===== config.mk =====
export PLATFORM = sky130hd
export DESIGN_NAME = adc_status_channel_frame_deframer
export DESIGN_NICKNAME = d
export VERILOG_FILES = /design/src/rtl/ascfd_pkg.sv /design/src/rtl/adc_status_channel_frame_deframer.sv
export SDC_FILE = /design/constraint.sdc
export NUM_CORES = 1
export LEC_CHECK = 0
export ABC_CLOCK_PERIOD_IN_PS = 11800
export BUFFER_PORTS_ARGS = -buffer_cell sky130_fd_sc_hd__buf_2
export CORE_MARGIN = 8
export CORE_UTILIZATION = 50
export DETAILED_ROUTE_END_ITERATION = 8
export HOLD_SLACK_MARGIN = 0.03
export PLACE_DENSITY = 0.73
export SYNTH_ARGS = -nofsm -noshare
export SYNTH_HDL_FRONTEND = slang
export SYNTH_SLANG_ARGS = --single-unit

===== constraint.sdc =====
create_clock -name aclk -period 11.8 [get_ports aclk]
set_clock_uncertainty 0.2 [all_clocks]
set_input_delay 2.95 -clock aclk [delete_from_list [all_inputs] [get_ports aclk]]
set_output_delay 2.95 -clock aclk [all_outputs]
set_load 0.02 [all_outputs]

===== src/rtl/ascfd_pkg.sv =====
// Shared types and constants for the ADC status/channel frame deframer.
// Holds word kinds, field widths and the byte-position encoding.
// No dependencies.
package ascfd_pkg;

    // Field widths
    localparam int BYTE_W     = 8;
    localparam int WORD_W     = 24;
    localparam int PARTIAL_W  = 16;
    localparam int CHAN_W     = 3;
    localparam int POS_W      = 6;
    localparam int USER_W     = 5;

    // Bytes per 24-bit word, and the phase of the last byte of a word
    localparam int BYTES_PER_WORD = 3;
    localparam logic [1:0] PHASE_LAST = 2'd2;

    // Frame position value meaning "idle", loaded at reset until the next frame start
    localparam logic [POS_W-1:0] POS_IDLE = '1;

    // Word kinds
    typedef enum logic {
        KIND_STATUS  = 1'b0,
        KIND_CHANNEL = 1'b1
    } word_kind_t;

    // Result payload
    typedef struct packed {
        logic [CHAN_W-1:0] channel_index;
        logic              device_index;
        word_kind_t        word_kind;
    } word_tag_t;

endpackage


===== src/rtl/adc_status_channel_frame_deframer.sv =====
// Top level of the ADC status/channel frame deframer.
// Assembles converter data bytes into tagged 24-bit words.
// Depends on ascfd_pkg.
//
// Usage:
//   Input stream (s_*): one converter byte per transaction in s_tdata; s_tuser
//   flags the first byte of a frame and restarts framing at that byte.
//   Each frame holds per device one 3-byte status word and then
//   CHANNELS_PER_DEVICE 3-byte samples, MSB first; a second device follows
//   when daisy_enable is set. Bytes past the end of a frame are dropped.
//   Output stream (m_*): one transaction per completed word; m_tdata is the
//   raw word, m_tuser tags kind/device/channel, m_tlast marks the frame's
//   last word.
//   Output: a word is registered and appears on m_* in the cycle after its third byte is taken.
//   Throughput: one byte per cycle while s_tready is high; the byte counter and shift register are
//   updated together and feed one output register.
//   Stall: while the output register holds an untaken word, s_tready follows
//   m_tready; bytes that complete no word still pass when the output is free.
//   Reset: output empty, framing idle until the next frame start, daisy off.
//   cfg_we/cfg_wdata write daisy_enable; write only while the block is idle.
module adc_status_channel_frame_deframer #(
    parameter int CHANNELS_PER_DEVICE = 8,
    parameter int MAX_DEVICES         = 2
) (
    input  logic                          aclk,
    input  logic                          aresetn,
    // configuration
    input  logic                          cfg_we,
    input  logic                          cfg_wdata,    // daisy_enable
    // byte input
    input  logic                          s_tvalid,
    output logic                          s_tready,
    input  logic [ascfd_pkg::BYTE_W-1:0]  s_tdata,      // [7:0] rx_byte
    input  logic                          s_tuser,      // [0] frame_start
    // word output
    output logic                          m_tvalid,
    input  logic                          m_tready,
    output logic [ascfd_pkg::WORD_W-1:0]  m_tdata,      // [23:0] word_value
    output logic [ascfd_pkg::USER_W-1:0]  m_tuser,      // [0] word_kind,
                                                        // [1] device_index,
                                                        // [4:2] channel_index
    output logic                          m_tlast       // frame_last
);
    import ascfd_pkg::*;

    localparam int SLOTS   = CHANNELS_PER_DEVICE + 1;
    localparam int SLOT_W  = $clog2(SLOTS);
    localparam int LEN_ONE = SLOTS * BYTES_PER_WORD;
    localparam int LEN_TWO = ((MAX_DEVICES >= 2) ? 2 : 1) * LEN_ONE;

    // Configuration
    logic daisy_reg;

    // Framing state
    logic [POS_W-1:0]     pos_reg,     pos_next;
    logic [1:0]           phase_reg,   phase_next;
    logic [SLOT_W-1:0]    slot_reg,    slot_next;
    logic                 dev_reg,     dev_next;
    logic [PARTIAL_W-1:0] partial_reg, partial_next;

    // Output register
    logic              out_valid_reg, out_valid_next;
    logic [WORD_W-1:0] out_word_reg,  out_word_next;
    word_tag_t         out_tag_reg,   out_tag_next;
    logic              out_last_reg,  out_last_next;

    logic              in_fire;
    logic [POS_W-1:0]  frame_len;
    logic [POS_W-1:0]  cur_pos;
    logic [1:0]        cur_phase;
    logic [SLOT_W-1:0] cur_slot;
    logic              cur_dev;
    logic [PARTIAL_W-1:0] cur_partial;
    logic [SLOT_W-1:0] slot_minus;
    logic              emit;

    assign s_tready = !out_valid_reg || m_tready;
    assign in_fire  = s_tvalid && s_tready;

    // Frame length follows the current daisy setting
    assign frame_len = daisy_reg ? POS_W'(LEN_TWO) : POS_W'(LEN_ONE);

    // Framing step: one byte per transaction
    always_comb begin
        // frame start restarts counting at this byte
        if (s_tuser) begin
            cur_pos     = '0;
            cur_phase   = '0;
            cur_slot    = '0;
            cur_dev     = 1'b0;
            cur_partial = '0;
        end else begin
            cur_pos     = pos_reg;
            cur_phase   = phase_reg;
            cur_slot    = slot_reg;
            cur_dev     = dev_reg;
            cur_partial = partial_reg;
        end

        slot_minus = cur_slot - SLOT_W'(1);

        pos_next     = pos_reg;
        phase_next   = phase_reg;
        slot_next    = slot_reg;
        dev_next     = dev_reg;
        partial_next = partial_reg;
        emit         = 1'b0;

        out_word_next = out_word_reg;
        out_tag_next  = out_tag_reg;
        out_last_next = out_last_reg;

        if (in_fire) begin
            pos_next     = cur_pos;
            phase_next   = cur_phase;
            slot_next    = cur_slot;
            dev_next     = cur_dev;
            partial_next = cur_partial;
            if (cur_pos < frame_len) begin
                pos_next = cur_pos + POS_W'(1);
                if (cur_phase != PHASE_LAST) begin
                    // gather a leading byte
                    partial_next = {cur_partial[PARTIAL_W-BYTE_W-1:0], s_tdata};
                    phase_next   = cur_phase + 2'd1;
                end else begin
                    // word complete
                    emit          = 1'b1;
                    partial_next  = '0;
                    phase_next    = '0;
                    out_word_next = {cur_partial, s_tdata};
                    out_last_next = (cur_pos + POS_W'(1)) == frame_len;
                    if (cur_slot == '0) begin
                        out_tag_next.word_kind     = KIND_STATUS;
                        out_tag_next.channel_index = '0;
                    end else begin
                        out_tag_next.word_kind     = KIND_CHANNEL;
                        out_tag_next.channel_index = CHAN_W'(slot_minus);
                    end
                    out_tag_next.device_index = cur_dev;
                    if (cur_slot == SLOT_W'(SLOTS - 1)) begin
                        slot_next = '0;
                        dev_next  = 1'b1;
                    end else begin
                        slot_next = cur_slot + SLOT_W'(1);
                    end
                end
            end
        end
    end

    // Output valid: load on emit, clear when taken
    always_comb begin
        out_valid_next = out_valid_reg;
        if (m_tready) begin
            out_valid_next = 1'b0;
        end
        if (emit) begin
            out_valid_next = 1'b1;
        end
    end

    // Control registers
    always_ff @(posedge aclk) begin
        if (!aresetn) begin
            daisy_reg     <= 1'b0;
            pos_reg       <= POS_IDLE;
            phase_reg     <= '0;
            slot_reg      <= '0;
            dev_reg       <= 1'b0;
            partial_reg   <= '0;
            out_valid_reg <= 1'b0;
        end else begin
            if (cfg_we) begin
                daisy_reg <= cfg_wdata;
            end
            pos_reg       <= pos_next;
            phase_reg     <= phase_next;
            slot_reg      <= slot_next;
            dev_reg       <= dev_next;
            partial_reg   <= partial_next;
            out_valid_reg <= out_valid_next;
        end
    end

    // Payload registers
    always_ff @(posedge aclk) begin
        out_word_reg <= out_word_next;
        out_tag_reg  <= out_tag_next;
        out_last_reg <= out_last_next;
    end

    assign m_tvalid = out_valid_reg;
    assign m_tdata  = out_word_reg;
    assign m_tuser  = out_tag_reg;
    assign m_tlast  = out_last_reg;

endmodule

* Word-level counts from Yosys, hierarchy flattened *
Cells that the tools add are included.

word-level totals
  bits in latches = 0
  output and inout port bits = 32
  RAM bits = 0
  flip-flop bits (word level) = 61
  memories kept = 0
  logic and storage cells = 50
  ROM bits = 0

cells by class
  shift operators = 0
  multiplexer cells = 23
  div/mod/pow operators = 0
  bitwise gates (word level) = 1
  multipliers = 0
  equality and inequality tests = 3
  reductions and logical operators = 6
  add/sub/neg operators = 4
  magnitude comparators = 1

operators by type and width
  cell                 number
  $mux 16              3
  $mux 6               3
  $mux 4               4
  $mux 1               10
  $add 6x1->6 const B  1
  $eq 6x6->1           1
  $lt 6x6->1           1
  $mux 2               3
  $add 4x1->4 const B  1
  $eq 4x4->1 const B   1
  $logic_not 4->1      1
  $reduce_and 3->1     1
  $sub 3x1->3 const B  1
  $add 2x1->2 const B  1
  $ne 2x2->1 const B   1
  $reduce_bool 2->1    1
  $logic_and 1x1->1    1
  $logic_not 1->1      1
  $logic_or 1x1->1     1
  $not 1->1            1

* Longest topological paths before layout *
Gate-level depths: netlist of run 1.

  word-level depth = 6
  gate-level depth with buffers = 10

* Worst setup path before layout of run 1 *
Ideal clock, no wire load.

  kind = input to output
  start = in m_tready
  end = out s_tready
  slack = 5.443 ns
  cell stages on the path = 1
  data arrival time = 3.207 ns
  path through = nand2b_1

between the ends
  cells in the longest elaborated chain, start to end = 1

ends and longest elaborated chain
  item                line                                     RTL
  start: declaration  adc_status_channel_frame_deframer.sv:37  input logic m_tready,
  $logic_or 1x1->1    adc_status_channel_frame_deframer.sv:77  assign s_tready = !out_valid_reg || m_tready;
  end: declaration    adc_status_channel_frame_deframer.sv:32  output logic s_tready,

No other way between the ends.

* Final worst setup path of run 1 *
Same ends and word-level chain as after synthesis.

==> results of run 1 <==
## cell families after synthesis
kind of cell	Yosys count	synth area share, %
flops	61	58.2
simple gates	86	18.1
mux	4	1.53
compound gates	60	15.4
fa+ha+maj	6	2.87
xor+xnor	3	1.00
buf+inv	19	2.96
## worst max-delay path: cells and delay by family
family	cells	cell delay, ns
buf+inv	2	0.27
simple gates	1	0.18
## through the flow
step	total power [mW]	instances	hold slack, ns
CTS	0.488	361	0.276
detailed placement	0.284	345	0.260
floorplan	0.272	239	0.241
global route	0.503	361	0.304
global placement	0.284	345	0.254
finish	0.485	361	0.271
## report_power, final
part           internal, mW  leakage [nW]  total [mW]  switching (mW)
logic                0.0177         0.588      0.0468          0.0292
clock network         0.119         0.106       0.206          0.0862
registers             0.228         0.519       0.233         0.00507
total                 0.365          1.21       0.485           0.120
## routing by layer
layer | share of wire, % | track usage (%) | vias up
met5 | 0 | 0 | -
met4 | 1.9 | 7.83 | 0
met3 | 5.6 | 3.81 | 12
met2 | 48 | 24.5 | 45
met1 | 45 | 18.3 | 891
li1 | - | - | 966
## cells in the mapped netlist (2+ instances only)
cell type  number  area (sq um)
o21ai_0        14          70.1
xnor2_1         2          17.5
nor2b_1        25           156
nand2_1        22          82.6
ha_1            6          75.1
a221o_1         2          20.0
nand3_1         6          30.0
edfxtp_1       30           901
a21oi_1        15          75.1
inv_1           8          30.0
nand3b_1        3          22.5
a31oi_1         9          56.3
nor2_1         10          37.5
mux2i_1         4          40.0
clkbuf_1        5          18.8
a22o_1          8          70.1
nand2b_1        6          37.5
dfxtp_1        31           621
a211o_1         2          17.5
buf_2           5          25.0
or3_1           4          25.0
and3_1          3          18.8
## final timing paths
| path | startpoint | to | slack, ns | cells after the start |
|---|---|---|---|---|
| min reg2reg | partial_reg[8]$_SDFFE_PN0P_ | partial_reg[8]$_SDFFE_PN0P_ | 0.27 | 1 |
| min | partial_reg[8]$_SDFFE_PN0P_ | partial_reg[8]$_SDFFE_PN0P_ | 0.27 | 1 |
| max | m_tready | s_tready | 5.24 | 3 |
| max reg2reg | daisy_reg$_SDFFE_PN0P_ | m_tdata[2]$_DFFE_PP_ | 8.93 | 6 |
## area by class of cell
cell class | instances | area, sq um
clock buffers | 9 | 124
clock inverters | 7 | 97.6
fillers | 448 | 1950
inverters | 8 | 30.0
multi-input cells | 159 | 1030
flip-flops and latches | 61 | 1520
well taps | 70 | 87.6
repair buffers | 47 | 238
==> impl_metrics.yaml, run 1 <==
outcome:
  outcome: "finished, final reports clean"
timing:
  post-route-min-period_ns: 6.56
  rsz0062_at_grt: "false"
  tns_ns: 0
  setup_ws_ns: 5.24
  slew_headroom_pct: 35.6
  final_max_slew_viol_count: 0
  fmax_ghz: 0.153
  period_share_pct: 55.6
  tightest_slew_ns: 0.959
  hold_viol: 0
  setup-violations-final: 0
cts:
  cts_max_level: 3
  ctsHoldBuffers: 0
  ctsLongestPathBuffers: 2
  clk_pin_slew_ns: 0.07
  root_buffer: "clkbuf_8"
  tritoncts: "done"
  post_cts_resize_count: 0
  numCtsBuffers: 9
  post-cts-setup-buffers: 0
  cts_sinks: 61
  insertion_delay_ns: 0.33
final_layout:
  antenna_cells: 0
  drive_above_1_share_pct: 22.7
  final_util_pct: 61.6
  area_growth_pct: 19.4
  final_cell_mix: "buf_2 (46), dfxtp_1 (31), edfxtp_1 (30), nor2b_1 (25), nand2_1 (22)"
  final_common_cell: "buf_2"
  largest_reg_flops: 24
  finalInstanceArea_sq_um: 3120
  final_nets: 307
grt:
  antenna_found_initial: 0
  grt_pass1_vias: 1827
  overflow: 0
  track_usage_pct: 15.2
  grt_pass1_wl_um: 9000
  grt_max_degree: 32
die:
  start_util_pct: 51.6
  die_w_um: 88.3
  die_area_sq_um: 7800
  fp.dieH_um: 88.3
  coreArea_sq_um: 5070
  pin_count: 47
  num_rows: 26
worst_setup_path:
  crit_path_cell_trace: "buf_2, nand2b_1, buf_2"
  path_class: "in2out"
  crit_path_end_kind: "output port"
  crit_path_max_incr_delay_ns: 0.18
  startpoint_type: "input port"
  crit_fanout: 5
  cp_data_required_time_ns: 8.65
  worstPathArrival_ns: 3.41
  critPathSlowestCell: "nand2b_1"
  cpMostUsedCell: "buf_2"
yosys:
  async_reset_ff_share_pct: 0
  syn_inst: 239
  syn_nets: 260
  avgSynthCellArea_sq_um: 10.9
  ys.flop_type: "dfxtp_1"
  syn-cell-area_sq_um: 2620
  yosysWarnings: 0
  synth.distinct_cells: 41
  yosysSeqAreaShare_pct: 58.2
  synth_seq_cells: 61
  synth_edf_count: 30
placed_design:
  gp_congestion: 0.927
  place_ws_ns: 5.25
  dpl.hpwl_um: 3750
  postPlaceCellArea_sq_um: 2900
  io_buffers: 46
min_path:
  hold_class: "reg2reg"
routing:
  drtPass1Iterations: 4
  routed_wl_um: 5560
  vias_per_cell: 5.30
  drc: 0
  wl_per_cell_um: 15.4
  drt_iter0_drc: 128
  vias: 1914
  drtAntennaViolNets: 0
pwr:
  power_density_nw_per_um2: 155
  leakagePower_nw: 1.21
  peakVddDrop_uv: 82.0
run:
  cap_violations: 0
Note: power is estimated with default switching activity, not from simulation.
==> inputs of run 2 (changes only) <==
ABC_AREA = 1   (was unset)
ABC_CLOCK_PERIOD_IN_PS = 5900   (was 11800)
PLACE_DENSITY = 0.75   (was 0.73)
clock period = 5.9 ns   (was 11.8 ns; I/O delays follow)
==> run 2 against run 1 <==
Non-clock buffer count increased by 1. Final area grew 8.9%. Die area up 12%. Setup slack got worse by 3.2 ns. Wire length rose by 12%. Worst hold slack gained 0.013 ns. Synthesized cell count up 56%. Critical endpoint is now m_tdata[15]$_DFFE_PP_. Highest routed layer unchanged.
==> impl_metrics.yaml, run 2 <==
placed_design:
  gp_congestion: 0.923
  dpl.hpwl_um: 4130
  io_buffers: 46
timing:
  tightest_slew_ns: 0.425
  fmax_ghz: 0.261
  period_share_pct: 65.0
  final_max_slew_viol_count: 0
  rsz0062_at_grt: "false"
  slew_headroom_pct: 71.6
  setup-violations-final: 0
  tns_ns: 0
  hold_viol: 0
  post-route-min-period_ns: 3.84
cts:
  insertion_delay_ns: 0.33
  post_cts_resize_count: 0
  cts_max_level: 3
  clk_pin_slew_ns: 0.07
  cts_sinks: 61
  ctsLongestPathBuffers: 2
  ctsHoldBuffers: 0
  numCtsBuffers: 9
  root_buffer: "clkbuf_8"
  tritoncts: "done"
  post-cts-setup-buffers: 0
grt:
  antenna_found_initial: 0
  track_usage_pct: 14.7
  grt_max_degree: 48
  grt_pass1_wl_um: 10500
  overflow: 0
  grt_pass1_vias: 2407
worst_setup_path:
  crit_buf_inv: 7
  cpMostUsedCell: "inv_1"
  worstRegToRegCells: 10
  ff2ff_setup_slack_ns: 3.28
  cp_data_required_time_ns: 5.69
  timing.rr.start: "daisy_reg$_SDFFE_PN0P_"
  crit_fanout: 30
  path_class: "in2reg"
  reg2reg_to: "m_tdata[15]$_DFFE_PP_"
  crit_path_max_incr_delay_ns: 0.35
  critPathSlowestCell: "buf_4"
  cpLargestDelayFamily: "buffers and inverters"
  startpoint_type: "input port"
  crit_path_end_kind: "flip-flop"
  worstPathArrival_ns: 3.62
  crit_path_cell_trace: "buf_2, inv_8, nand2_1, inv_1, ha_1, inv_1, nor2_4, nand3_4, nand2_8, inv_4, nand3_1, inv_1, buf_4"
yosys:
  synthTopCellsByCount: "nand2_1 (76), nor2_1 (72), inv_1 (41)"
  yosysWarnings: 0
  avgSynthCellArea_sq_um: 8.07
  ys.flop_type: "dfxtp_1"
  yosysMostFrequentCell: "nand2_1"
  async_reset_ff_share_pct: 0
  synth_area_leaders: "edfxtp_1 (30%), dfxtp_1 (21%), nand2_1 (9.5%)"
  synth_top_cell_by_area: "edfxtp_1"
  syn_inst: 372
  synth_edf_count: 30
  syn_nets: 393
  synth.distinct_cells: 27
  synth_seq_cells: 61
  syn-cell-area_sq_um: 3000
  synth_top_area_share_pct: 30.0
  yosysSeqAreaShare_pct: 50.7
die:
  die_area_sq_um: 8740
  fp.dieH_um: 93.5
  coreArea_sq_um: 5850
  pin_count: 47
  num_rows: 28
  die_w_um: 93.5
  start_util_pct: 51.3
routing:
  drt_iter0_drc: 166
  drc: 0
  drtAntennaViolNets: 0
  wl_per_cell_um: 12.6
  vias: 2521
  routed_wl_um: 6230
  vias_per_cell: 5.10
  drtPass1Iterations: 5
outcome:
  outcome: "finished, final reports clean"
min_path:
  hold_path_depth: 2
  hold_class: "reg2reg"
  hold_start: "dev_reg$_SDFFE_PN0P_"
  hold_end: "dev_reg$_SDFFE_PN0P_"
final_layout:
  final_util_pct: 58.2
  final_nets: 435
  drive_above_1_share_pct: 18.4
  final_common_cell: "nand2_1"
  antenna_cells: 0
  final_cell_mix: "nand2_1 (76), nor2_1 (72), buf_2 (46), inv_1 (41), o21ai_0 (34)"
  largest_reg_flops: 24
  area_growth_pct: 13.4
pwr:
  peakVddDrop_uv: 114
  leakagePower_nw: 1.62
  power_density_nw_per_um2: 268
run:
  cap_violations: 0
## run 2: worst min-delay path, delay by kind of cell, from the launching register on
kind	cells	cell delay (ns)
flip-flops	1	0.31
AO/OA/AOI/OAI	2	0.13
## run 2: area by class of cell
class | count | area, sq um
multi-input combinational | 249 | 1190
clock buffer | 10 | 128
tap | 75 | 93.8
inverter | 45 | 181
timing repair buffer | 48 | 245
clock inverter | 6 | 40.0
sequential | 61 | 1520
fill | 529 | 2450
## run 2: per-stage QoR
stage	std cells	power, mW	hold slack (ns)	area [sq um]	setup slack [ns]
after global routing	494	0.955	0.294	3400	1.87
after global placement	478	0.599	0.261	3240	1.85
after detailed placement	478	0.603	0.271	3240	1.74
final	494	0.911	0.284	3400	2.06
after floorplan	372	0.580	0.241	3000	2.05
after CTS	494	0.917	0.284	3400	2.09
## run 2: worst max-delay path by stage
stage / from / to / slack (ns) / cells past startpoint
after floorplan: s_tuser / m_tdata[0]$_DFFE_PP_ / 2.05 / 13
after global placement: s_tuser / m_tdata[21]$_DFFE_PP_ / 1.85 / 13
after detailed placement: s_tuser / m_tdata[9]$_DFFE_PP_ / 1.74 / 13
after CTS: s_tuser / m_tuser[1]$_DFFE_PP_ / 2.09 / 13
after global routing: s_tuser / m_tuser[1]$_DFFE_PP_ / 1.87 / 13
final: s_tuser / m_tdata[15]$_DFFE_PP_ / 2.06 / 13
## run 2: cell families (layout without fill, tap and decap cells)
group,after synthesis,count (layout),synth area share [%]
simple gates,183,183,26.5
buf+inv,62,109,9.51
flops,61,61,50.7
compound gates,54,54,9.01
fa+ha+maj,6,6,2.50
xor+xnor,6,6,1.75
## run 2: where the power goes
| group | switching (mW) | internal, mW | leakage, nW |
|---|---|---|---|
| logic | 0.0846 | 0.0398 | 1.00 |
| registers | 0.0103 | 0.461 | 0.547 |
| clock network | 0.165 | 0.151 | 0.0759 |
## run 2: routing by layer
metal / up-vias / wire, um / GRT usage (%)
li1: 1272 / - / -
met1: 1147 / 2720 / 16.3
met5: - / 0 / 0
met2: 93 / 2920 / 25.2
met4: 0 / 110 / 6.85
met3: 9 / 471 / 4.57
